### src/assert_macros.svh
// Assertion macros shared by the RTL of the slot cache.
// Include by bare file name; no other dependencies.
`ifndef ASSERT_MACROS_SVH
`define ASSERT_MACROS_SVH

// Same-cycle implication under the synchronous active-low reset.
`define ASSERT_IMPLIES(label, clk, rst_n, ante, cons, msg) \
    label: assert property (@(posedge clk) disable iff (!(rst_n)) (ante) |-> (cons)) \
        else $error(msg);

// Next-cycle implication under the synchronous active-low reset.
`define ASSERT_NEXT(label, clk, rst_n, ante, cons, msg) \
    label: assert property (@(posedge clk) disable iff (!(rst_n)) (ante) |=> (cons)) \
        else $error(msg);

`endif

### src/plsc_pkg.sv
// Package for the pinned LRU slot cache: codes, widths and the scan/command structs.
// No dependencies.
package plsc_pkg;

    localparam int SLOTS_DEF    = 32;
    localparam int REF_BITS_DEF = 8;
    localparam int IDX_W        = 8;   // holds any slot index up to 256 slots
    localparam int ADDR_W       = 32;
    localparam int NUM_W        = 16;
    localparam int CLK_W        = 32;
    localparam int REL_W        = 5;
    localparam int OSLOT_W      = 5;
    localparam int STS_W        = 2;

    localparam logic FUNC_LOOKUP  = 1'b0;
    localparam logic FUNC_RELEASE = 1'b1;

    localparam logic [STS_W-1:0] STS_HIT   = 2'd0;
    localparam logic [STS_W-1:0] STS_FILL  = 2'd1;
    localparam logic [STS_W-1:0] STS_EVICT = 2'd2;
    localparam logic [STS_W-1:0] STS_NONE  = 2'd3;

    localparam logic [1:0] CMD_NONE = 2'd0;
    localparam logic [1:0] CMD_PIN  = 2'd1;
    localparam logic [1:0] CMD_FILL = 2'd2;
    localparam logic [1:0] CMD_DROP = 2'd3;

    // Search record that walks down the chain of cells.
    typedef struct packed {
        logic             vld;
        logic             hit;
        logic [IDX_W-1:0] hit_idx;
        logic             free_any;
        logic [IDX_W-1:0] free_idx;
        logic             vic_any;
        logic [IDX_W-1:0] vic_idx;
        logic [CLK_W-1:0] vic_age;
    } t_pkt;

    // Update broadcast to every cell; only the addressed one acts.
    typedef struct packed {
        logic [1:0]       op;
        logic [IDX_W-1:0] idx;
    } t_cmd;

endpackage

### src/plsc_cell.sv
// One slot of the cache: tag, pin count, use stamp, and one stage of the search chain.
// Depends on plsc_pkg.
module plsc_cell import plsc_pkg::*; #(
    parameter int SLOT_IDX = 0,
    parameter int REF_BITS = REF_BITS_DEF
) (
    input  logic              i_clk,
    input  logic              i_rst_n,
    input  t_pkt              i_pkt,
    output t_pkt              o_pkt,
    input  t_cmd              i_cmd,
    input  logic [ADDR_W-1:0] i_key_addr,
    input  logic [NUM_W-1:0]  i_key_num,
    input  logic [CLK_W-1:0]  i_clock
);

    localparam logic [IDX_W-1:0]    ME      = IDX_W'(SLOT_IDX);
    localparam logic [REF_BITS-1:0] REF_MAX = '1;

    logic                r_valid;
    logic [ADDR_W-1:0]   r_tag_addr;
    logic [NUM_W-1:0]    r_tag_num;
    logic [REF_BITS-1:0] r_ref;
    logic [REF_BITS-1:0] n_ref;
    logic [CLK_W-1:0]    r_last_use;
    t_pkt                r_pkt;
    t_pkt                n_pkt;
    logic [CLK_W-1:0]    age;
    logic                hit_here;
    logic                sel;

    assign age      = i_clock - r_last_use;
    assign hit_here = r_valid && (r_tag_addr == i_key_addr) && (r_tag_num == i_key_num);
    assign sel      = (i_cmd.op != CMD_NONE) && (i_cmd.idx == ME);

    // Fold this slot into the search record: first hit, last free, oldest unpinned.
    always_comb begin
        n_pkt = i_pkt;
        if (!i_pkt.hit && hit_here) begin
            n_pkt.hit     = 1'b1;
            n_pkt.hit_idx = ME;
        end
        if (!r_valid) begin
            n_pkt.free_any = 1'b1;
            n_pkt.free_idx = ME;
        end
        if ((r_ref == '0) && (!i_pkt.vic_any || (age > i_pkt.vic_age))) begin
            n_pkt.vic_any = 1'b1;
            n_pkt.vic_idx = ME;
            n_pkt.vic_age = age;
        end
    end

    always_comb begin
        n_ref = r_ref;
        unique case (i_cmd.op)
            CMD_PIN:  if (r_ref != REF_MAX) n_ref = r_ref + REF_BITS'(1);
            CMD_FILL: n_ref = REF_BITS'(1);
            CMD_DROP: if (r_ref != '0) n_ref = r_ref - REF_BITS'(1);
            default:  n_ref = r_ref;
        endcase
    end

    always_ff @(posedge i_clk) begin
        if (!i_rst_n) begin
            r_valid    <= 1'b0;
            r_ref      <= '0;
            r_last_use <= '0;
            r_pkt.vld  <= 1'b0;
        end else begin
            r_pkt <= n_pkt;
            if (sel) begin
                r_ref <= n_ref;
                if (i_cmd.op == CMD_FILL) r_valid <= 1'b1;
                if (i_cmd.op == CMD_PIN || i_cmd.op == CMD_FILL) r_last_use <= i_clock;
            end
        end
    end

    always_ff @(posedge i_clk) begin
        if (sel && i_cmd.op == CMD_FILL) begin
            r_tag_addr <= i_key_addr;
            r_tag_num  <= i_key_num;
        end
    end

    assign o_pkt = r_pkt;

endmodule

### config.mk
export PLATFORM = sky130hd
export DESIGN_NAME = plsc_cell
export DESIGN_NICKNAME = d
export VERILOG_FILES = /design/src/assert_macros.svh /design/src/plsc_pkg.sv /design/src/plsc_cell.sv
export SDC_FILE = /design/constraint.sdc
export NUM_CORES = 1
export LEC_CHECK = 0
export BUFFER_PORTS_ARGS = -buffer_cell sky130_fd_sc_hd__buf_2
export CAP_MARGIN = 20
export CORE_MARGIN = 2
export CORE_UTILIZATION = 59
export CTS_CLUSTER_SIZE = 8
export DETAILED_ROUTE_END_ITERATION = 8
export PLACE_DENSITY = 0.95
export SLEW_MARGIN = 20
export SYNTH_ARGS = -nofsm -noshare
export SYNTH_HDL_FRONTEND = slang
export SYNTH_SLANG_ARGS = --single-unit
### constraint.sdc
create_clock -name i_clk -period 12.6 [get_ports i_clk]
set_input_delay 3.15 -clock i_clk [delete_from_list [all_inputs] [get_ports i_clk]]
set_output_delay 3.15 -clock i_clk [all_outputs]
set_load 0.01 [all_outputs]
# Word-level counts from Yosys, hierarchy flattened
# Index checks and enable logic that the tools add are counted.
[totals] ff_bits=149 in_bits=152 out_inout_bits=60 word_cells=47
[classes] n_mux=4 n_eq_ne=8 n_reduce_logical=18 add_sub_neg=3 order_cmp=1
[op_table] cell="$eq A32 B32 Y1" count=1
[op_table] cell="$gt A32 B32 Y1" count=1
[op_table] cell="$mux W32" count=1
[op_table] cell="$sub A32 B32 Y32" count=1
[op_table] cell="$pmux W8 S3" count=1
[op_table] cell="$eq A16 B16 Y1" count=1
[op_table] cell="$logic_not A8 Y1" count=2
[op_table] cell="$mux W8" count=2
[op_table] cell="$add A8 B1 Y8 const B" count=1
[op_table] cell="$ne A8 B8 Y1 const B" count=1
[op_table] cell="$reduce_bool A8 Y1" count=1
[op_table] cell="$sub A8 B1 Y8 const B" count=1
[op_table] cell="$logic_and A1 B1 Y1" count=6
[op_table] cell="$eq A2 B2 Y1 const B" count=2
[op_table] cell="$ne A2 B2 Y1 const B" count=2
[op_table] cell="$reduce_and A2 Y1" count=2
[op_table] cell="$reduce_and A4 Y1" count=1
[op_table] cell="$reduce_bool A3 Y1" count=1
[op_table] cell="$eq A2 B1 Y1 const B" count=1
[op_table] cell="$logic_not A1 Y1" count=2
[op_table] cell="$logic_or A1 B1 Y1" count=2
[op_table] cell="$reduce_bool A2 Y1" count=1

# Depth between registers and ports, before layout
# Gate-level depths: netlist (run 1).
[logic_depth] word_depth=5 depth_mapped=21 ltp_nobuf=20

# Least setup slack after synthesis (run 1)
# OpenSTA, ideal clock, no wires.
[synth_timing] kind="input to register" startpoint="input i_clock[0]" endpoint="register r_pkt, in the netlist o_pkt[30], data pin" arrival_ps=7021 required_ps=12340 stages=21 path_buffers=1 setup_slack_ps=5319 setup_ps=260 path_cell_list="inv_1 > ha_1 > inv_1 > fa_1 > a21o_1 > a221o_1 > a41o_1 > a31o_4 > inv_1 > o21ai_0 > xor2_1 > ha_1 > a21o_1 > a21oi_1 > nor2_1 > a2111oi_0 > o21ai_0 > a31o_2 > nand3_1 > clkbuf_1 > mux2_2"
[synth_rtl] element="start: declaration" line="plsc_cell.sv:14" rtl="input logic [CLK_W-1:0] i_clock"
[synth_rtl] element="end signal: assignment" line="plsc_cell.sv:71" rtl="r_pkt <= n_pkt;"
[synth_rtl] element="end: declaration" line="plsc_cell.sv:26" rtl="t_pkt r_pkt;"

==> impl_metrics.json, run 1 <==
{
  "status": "finished clean",
  "yosysSeqAreaShare": 0.459,
  "rows": 44,
  "yosys_warnings": 0,
  "layout-drive-gt1-share": 0.270,
  "synth_edf_count": 107,
  "gp_congestion": 0.920,
  "design_area_um2": 10600,
  "start_kind": "input port",
  "final-setup-viol-count": 0,
  "p_int_uw": 942,
  "power_switching_uw": 324,
  "comb_power_share": 0.167,
  "worst_pin_slew_ns": 1.08,
  "drt-wirelength-per-cell_um": 17.2,
  "wirelength_um": 21600,
  "syn_area_per_cell_um2": 10.4,
  "tritoncts": "built",
  "setup_tns_ns": 0,
  "relSlewSlack": 0.276,
  "root_buffer": "clkbuf_16",
  "p_total_mw": 1.27,
  "die_w_um": 126,
  "period_needed_ns": 8.04,
  "regToRegSetupSlack_ns": 7.13,
  "route.detailed.drc": 0,
  "fin_nets": 1280,
  "io_pins": 212,
  "grt_pass1_vias": 6870,
  "clock_sinks": 149,
  "grt_antenna_before_repair": 3,
  "cts_made_buffers": 17,
  "synth_cells": 849,
  "ant_nets": 0,
  "power.leakage_nw": 4.41,
  "fin_hold_ws_ns": 0.461,
  "grt_max_degree": 87,
  "grt_overflow_total": 0,
  "post_cts_resized": 0,
  "ys_ff_latch": 149,
  "insertion_delay_ns": 0.42,
  "hold_class": "reg -> reg",
  "first_pass_iters": 5,
  "max_cap_viol_count": 0,
  "postCtsHoldBufs": 0,
  "worstSetupEndpointType": "register",
  "core-area_um2": 14600,
  "cts_max_level": 4,
  "ir_drop_mv": 0.0932,
  "clockPowerShare": 0.395,
  "clkTransAtPathRegs_ns": 0.06,
  "start_util": 0.606,
  "drt-vias-per-instance": 5.59,
  "fp.dieH_um": 126,
  "timing.fmax_ghz": 0.124,
  "cp_num_buf_inv": 3,
  "clock_skew_ns": 0.0103,
  "crit_slowest_cell": "nand3_2",
  "ys.flop_type": "edfxtp_1",
  "cp.arrival_ns": 8.21,
  "ys_types": 61,
  "crit_fanout": 40,
  "hpwlAfterDp_um": 16500,
  "synth_area_um2": 8840,
  "grt_usage": 0.267,
  "synth_fp_nets": 1076,
  "drt_iter0_markers": 400,
  "critical_path.top_delay_family": "compound AO/OA/AOI/OAI gates",
  "crit_type": "in -> reg",
  "rsz0062_at_grt": "false",
  "max_stage_delay_ns": 0.73,
  "hold_viol_final": 0,
  "async_flop_share": 0,
  "swShare": 0.256,
  "power_density_nw_per_um2": 119,
  "cts_setup_buffers": 0,
  "fp.dieArea_um2": 16000,
  "placed_cell_area_um2": 10000,
  "cts_buffer_depth": 2,
  "io_buffers": 211,
  "crit_chain": "buf_2, inv_1, ha_1, inv_1, fa_1, a21o_1, a221o_1, a41o_1, a31o_4, a211oi_2, a2111o_2, o311ai_4, ha_1, nand4_1, nor3_1, o21ai_0, and4b_1, o21ai_0, a31o_2, nand3_2, mux2_2",
  "min_period_over_period": 0.638,
  "p_seq_frac": 0.438,
  "syn_to_final_growth_pct": 20.3,
  "critPathRequiredTime_ns": 12.77,
  "slew_violations": 0,
  "via_count": 7002,
  "grt_pass1_wl_um": 33500
}
## through the flow
step | instances | util | worst slack, ns
3_5_place_dp | 1217 | 0.688 | 4.15
2_1_floorplan | 849 | - | 5.32
6_report | 1253 | 0.729 | 4.56
5_1_grt | 1253 | 0.729 | 4.23
4_1_cts | 1249 | 0.727 | 4.57
3_3_place_gp | 1217 | 0.688 | 4.37
## worst register-to-register path, delay by kind of cell (launching register included)
| family | cells | cell delay [ns] |
|---|---|---|
| DFF | 1 | 0.34 |
| buffers and inverters | 1 | 0.06 |
| adders and majority gates | 3 | 0.88 |
| and+or+nand+nor | 4 | 1.40 |
| AOI/OAI and AO/OA | 10 | 1.97 |
| muxes | 1 | 0.60 |
## area by class of cell
type                    instances  area, um2
clock inverters                11        129
diodes                          3       7.51
clock buffers                  21        450
well taps                     184        230
inverters                      77        289
fillers                      1027       3950
flip-flops and latches        149       4050
multi-input cells             595       4400
repair buffers                213       1080
## layer usage
layer | up-vias | share of wire | track usage
met5 | - | 0 | 0
met4 | 0 | 0.031 | 0.110
met3 | 42 | 0.078 | 0.0793
met2 | 262 | 0.49 | 0.456
met1 | 3267 | 0.40 | 0.314
li1 | 3431 | - | -
## flip-flops by register name, summed over array words and instances (netlist names)
register and cells:
o_pkt 60, r_ref 8, r_last_use 32, r_valid 1, r_tag_addr 32, r_tag_num 16
## cells in the mapped netlist (3+ instances only)
| master | instances | area, um2 |
|---|---|---|
| edfxtp_1 | 107 | 3210 |
| nand2_1 | 91 | 342 |
| inv_1 | 77 | 289 |
| ha_1 | 73 | 913 |
| xnor2_1 | 49 | 429 |
| a21oi_1 | 43 | 215 |
| dfxtp_1 | 42 | 841 |
| a21boi_0 | 33 | 248 |
| xor2_1 | 32 | 280 |
| mux2_2 | 30 | 338 |
| and2_1 | 29 | 181 |
| nor2_1 | 26 | 97.6 |
| a21o_1 | 25 | 188 |
| clkbuf_1 | 25 | 93.8 |
| nand4_1 | 20 | 125 |
| o21ai_0 | 18 | 90.1 |
| nand3_1 | 14 | 70.1 |
| nor2b_1 | 10 | 62.6 |
| nor3_1 | 10 | 50.1 |
| nor4_1 | 10 | 62.6 |
| nand2b_1 | 6 | 37.5 |
| a211oi_1 | 5 | 37.5 |
| and3_1 | 5 | 31.3 |
| o21bai_1 | 5 | 37.5 |
| o21a_1 | 4 | 30.0 |
| o21ai_1 | 4 | 20.0 |
| a211oi_2 | 3 | 37.5 |
| a31oi_1 | 3 | 18.8 |
| buf_2 | 3 | 15.0 |
| o211ai_1 | 3 | 22.5 |
| o22ai_1 | 3 | 18.8 |
| or4_1 | 3 | 22.5 |
## placed cells by master (no fill, tap or decap), drive strengths merged, types with 4 or more instances in the layout
cell type / n
xor2: 32
nand2: 91
and2: 29
and3: 5
xnor2: 49
nand3: 14
nand2b: 6
ha: 73
nand4: 20
a21oi: 43
nor2: 26
buf: 213
nor4: 10
clkinvlp: 5
a21boi: 34
o21bai: 5
a211oi: 8
mux2: 31
nor3: 10
o21ai: 22
o21a: 4
inv: 79
dfxtp: 42
clkbuf: 21
nor2b: 10
edfxtp: 107
a21o: 26
## path summary, 6_finish.rpt
kind	startpoint	to	depth (start not counted)
setup / recovery	i_clock[0]	o_pkt[1]	21
setup reg to reg	r_last_use[0]	o_pkt[1]	19
hold / removal	r_last_use[17]	r_last_use[17]	2
hold reg to reg	r_last_use[17]	r_last_use[17]	2
## cells by family (layout without fill, tap and decap cells)
kind of cell               count (synthesis)  in the layout  synth area share
adders and majority gates                 75             75             0.108
other                                      0              3                 0
xor gates and xnor gates                  81             81            0.0803
buffers and inverters                    105            322            0.0450
muxes                                     32             32            0.0410
and+or+nand+nor                          234            234             0.131
AOI/OAI and AO/OA                        173            173             0.136
DFF                                      149            149             0.459
## power groups by stage
stage / Clock [mW] / Sequential (mW) / Combinational (mW)
6_report: 0.500 / 0.554 / 0.211
5_1_grt: 0.529 / 0.555 / 0.231
4_1_cts: 0.506 / 0.554 / 0.210
3_5_place_dp: 0 / 0.564 / 0.207
3_3_place_gp: 0 / 0.564 / 0.201
2_1_floorplan: 0 / 0.572 / 0.117
Power figures use the tool's default switching activity.
==> inputs of run 2 (changes only) <==
Settings changed: ABC_AREA from default to 1, CORE_UTILIZATION 59 to 50, PLACE_DENSITY 0.95 to 0.85.
Clock period 12.6 ns to 7.35 ns, I/O delays scaled along.
==> run 2 against run 1 <==
Against the previous run:
- routed wire length grew 14%
- area after synthesis grew 8.0%
- sequential power grew 72%
- via count grew 25%
- non-clock buffer count is the same
- power grew 73%
- register-to-register slack lost 3.6 ns
- worst hold slack lost 0.0062 ns
- worst setup slack lost 2.3 ns
- count of clock-buffer cells in the layout shrank 3
- synthesized cell count grew 42%
- first-iteration DRC count grew 4.5%
==> impl_metrics.json, run 2 <==
{
  "crit_fanout": 32,
  "critical_path.top_delay_family": "simple AND/OR/NAND/NOR gates",
  "grt_usage": 0.246,
  "yosys.area.top_type": "edfxtp_1",
  "worst_pin_slew_ns": 1.05,
  "design_area_um2": 11400,
  "hold_viol_final": 0,
  "grt_pass1_wl_um": 39400,
  "worstSetupEndpointType": "register",
  "yosysSeqAreaShare": 0.425,
  "relSlewSlack": 0.297,
  "min_from": "r_last_use[24]",
  "syn_area_per_cell_um2": 7.93,
  "clkTransAtPathRegs_ns": 0.07,
  "cts_buffer_depth": 2,
  "max_stage_delay_ns": 0.43,
  "slew_violations": 0,
  "finish.utilization": 0.609,
  "final-setup-viol-count": 0,
  "crit_type": "in -> reg",
  "postCtsHoldBufs": 0,
  "insertion_delay_ns": 0.43,
  "dp_slack_ns": 1.85,
  "ir_drop_mv": 0.143,
  "status": "finished clean",
  "cts_max_level": 4,
  "yosys-top-cells-count": "nand2_1, inv_1, edfxtp_1",
  "start_util": 0.510,
  "hpwlAfterDp_um": 19500,
  "rr_startpoint": "r_last_use[0]",
  "met3_usage": 0.0461,
  "tritoncts": "built",
  "clock_sinks": 149,
  "grt_overflow_total": 0,
  "ant_nets": 0,
  "synth_cells": 1203,
  "route.detailed.drc": 0,
  "grt_max_degree": 95,
  "drt-wirelength-per-cell_um": 14.8,
  "grt_use_met2": 0.422,
  "ys_types": 39,
  "reg2reg_to": "o_pkt[7]",
  "rows": 50,
  "placed_cell_area_um2": 10800,
  "fp.dieArea_um2": 20200,
  "wirelength_um": 24600,
  "root_buffer": "clkbuf_16",
  "syn_to_final_growth_pct": 19.3,
  "n_fill_cell": 1628,
  "io_buffers": 211,
  "synth_fp_nets": 1430,
  "crit_path_frequent_cell": "nand2_1",
  "io_pins": 212,
  "fin_nets": 1641,
  "via_count": 8720,
  "synth.most_common_cell": "nand2_1",
  "cts_setup_buffers": 0,
  "period_needed_ns": 5.09,
  "clock_skew_ns": 0.0107,
  "layout-drive-gt1-share": 0.198,
  "grt_pass1_vias": 8424,
  "critPathRequiredTime_ns": 7.53,
  "cp.arrival_ns": 5.27,
  "post_cts_resized": 0,
  "setup_tns_ns": 0,
  "power.leakage_nw": 5.51,
  "synthTopCellsByArea": "edfxtp_1, nand2_1, ha_1, dfxtp_1, inv_1",
  "timing.fmax_ghz": 0.196,
  "busiest_layer": "met2",
  "regToRegSetupSlack_ns": 3.50,
  "drt_iter0_markers": 418,
  "mostFrequentLayoutCells": "nand2_1, buf_2, inv_1, edfxtp_1, a21oi_1",
  "largest_register_ff_count": 60,
  "final_common_cell": "nand2_1",
  "drt-vias-per-instance": 5.24,
  "grt_use_met1": 0.302,
  "synth_area_um2": 9550,
  "start_kind": "input port",
  "fp.dieH_um": 142,
  "worstSetupPathDepth": 26,
  "synth_edf_count": 107,
  "max_cap_viol_count": 0,
  "first_pass_iters": 7,
  "cp_num_buf_inv": 4,
  "cts_made_buffers": 17,
  "gp_congestion": 0.969,
  "die_w_um": 142,
  "ys_ff_latch": 149,
  "min_to": "r_last_use[24]",
  "core-area_um2": 18700,
  "whs_path_depth": 2,
  "worst_slack_ns": 2.26,
  "power_density_nw_per_um2": 192,
  "synth_top_area_share": 0.337,
  "async_flop_share": 0,
  "yosys_warnings": 0,
  "min_period_over_period": 0.693,
  "grt_antenna_before_repair": 4,
  "ys.flop_type": "edfxtp_1",
  "r2r_cells": 24,
  "hold_class": "reg -> reg",
  "crit_slowest_cell": "fa_1",
  "rsz0062_at_grt": "false"
}
run 2: power breakdown:
group | internal (mW) | total [mW] | switching (mW)
Combinational | 0.149 | 0.388 | 0.239
Sequential | 0.940 | 0.951 | 0.0113
Clock | 0.476 | 0.851 | 0.375
run 2: final cells by class:
type | count | area [um2] | share of cell area
Tap cell | 234 | 293 | 0.0257
Inverter | 196 | 736 | 0.0646
Timing Repair Buffer | 213 | 1070 | 0.0942
Antenna cell | 3 | 7.51 | 0.000659
Sequential cell | 149 | 4050 | 0.356
Clock inverter | 14 | 140 | 0.0123
Multi-Input combinational cell | 837 | 4660 | 0.409
Clock buffer | 18 | 429 | 0.0377
run 2: worst max path at each step:
stage                               end       start
after floorplan           r_tag_addr[0]    i_cmd[8]
after global placement         o_pkt[4]  i_clock[0]
after detailed placement       o_pkt[7]  i_clock[0]
after CTS                      o_pkt[7]  i_clock[0]
after global routing          o_pkt[10]  i_clock[0]
final                          o_pkt[7]  i_clock[0]
run 2: per-layer routing:
metal | vias up | wire length, um
met2 | 322 | 11700
met5 | - | 13
met4 | 2 | 836
li1 | 4382 | -
met1 | 3954 | 10300
met3 | 60 | 1720
run 2: per-stage QoR:
stage	hold WS (ns)	std cells	total power, mW
2_1_floorplan	0.427	1203	1.21
3_3_place_gp	0.438	1629	1.34
3_5_place_dp	0.451	1629	1.35
4_1_cts	0.461	1661	2.20
5_1_grt	0.479	1664	2.29
6_report	0.455	1664	2.19
run 2: cells by family after synthesis:
| logic type | Yosys count | synth area share |
|---|---|---|
| xor+xnor | 43 | 0.0395 |
| flops | 149 | 0.425 |
| fa+ha+maj | 75 | 0.0999 |
| compound gates | 196 | 0.113 |
| simple gates | 523 | 0.233 |
| buf+inv | 217 | 0.0898 |
run 2: tightest hold or removal path, stage by stage (launching register included):
cell and delay [ns]:
dfxtp_1 0.30, inv_1 0.06, a21oi_1 0.05
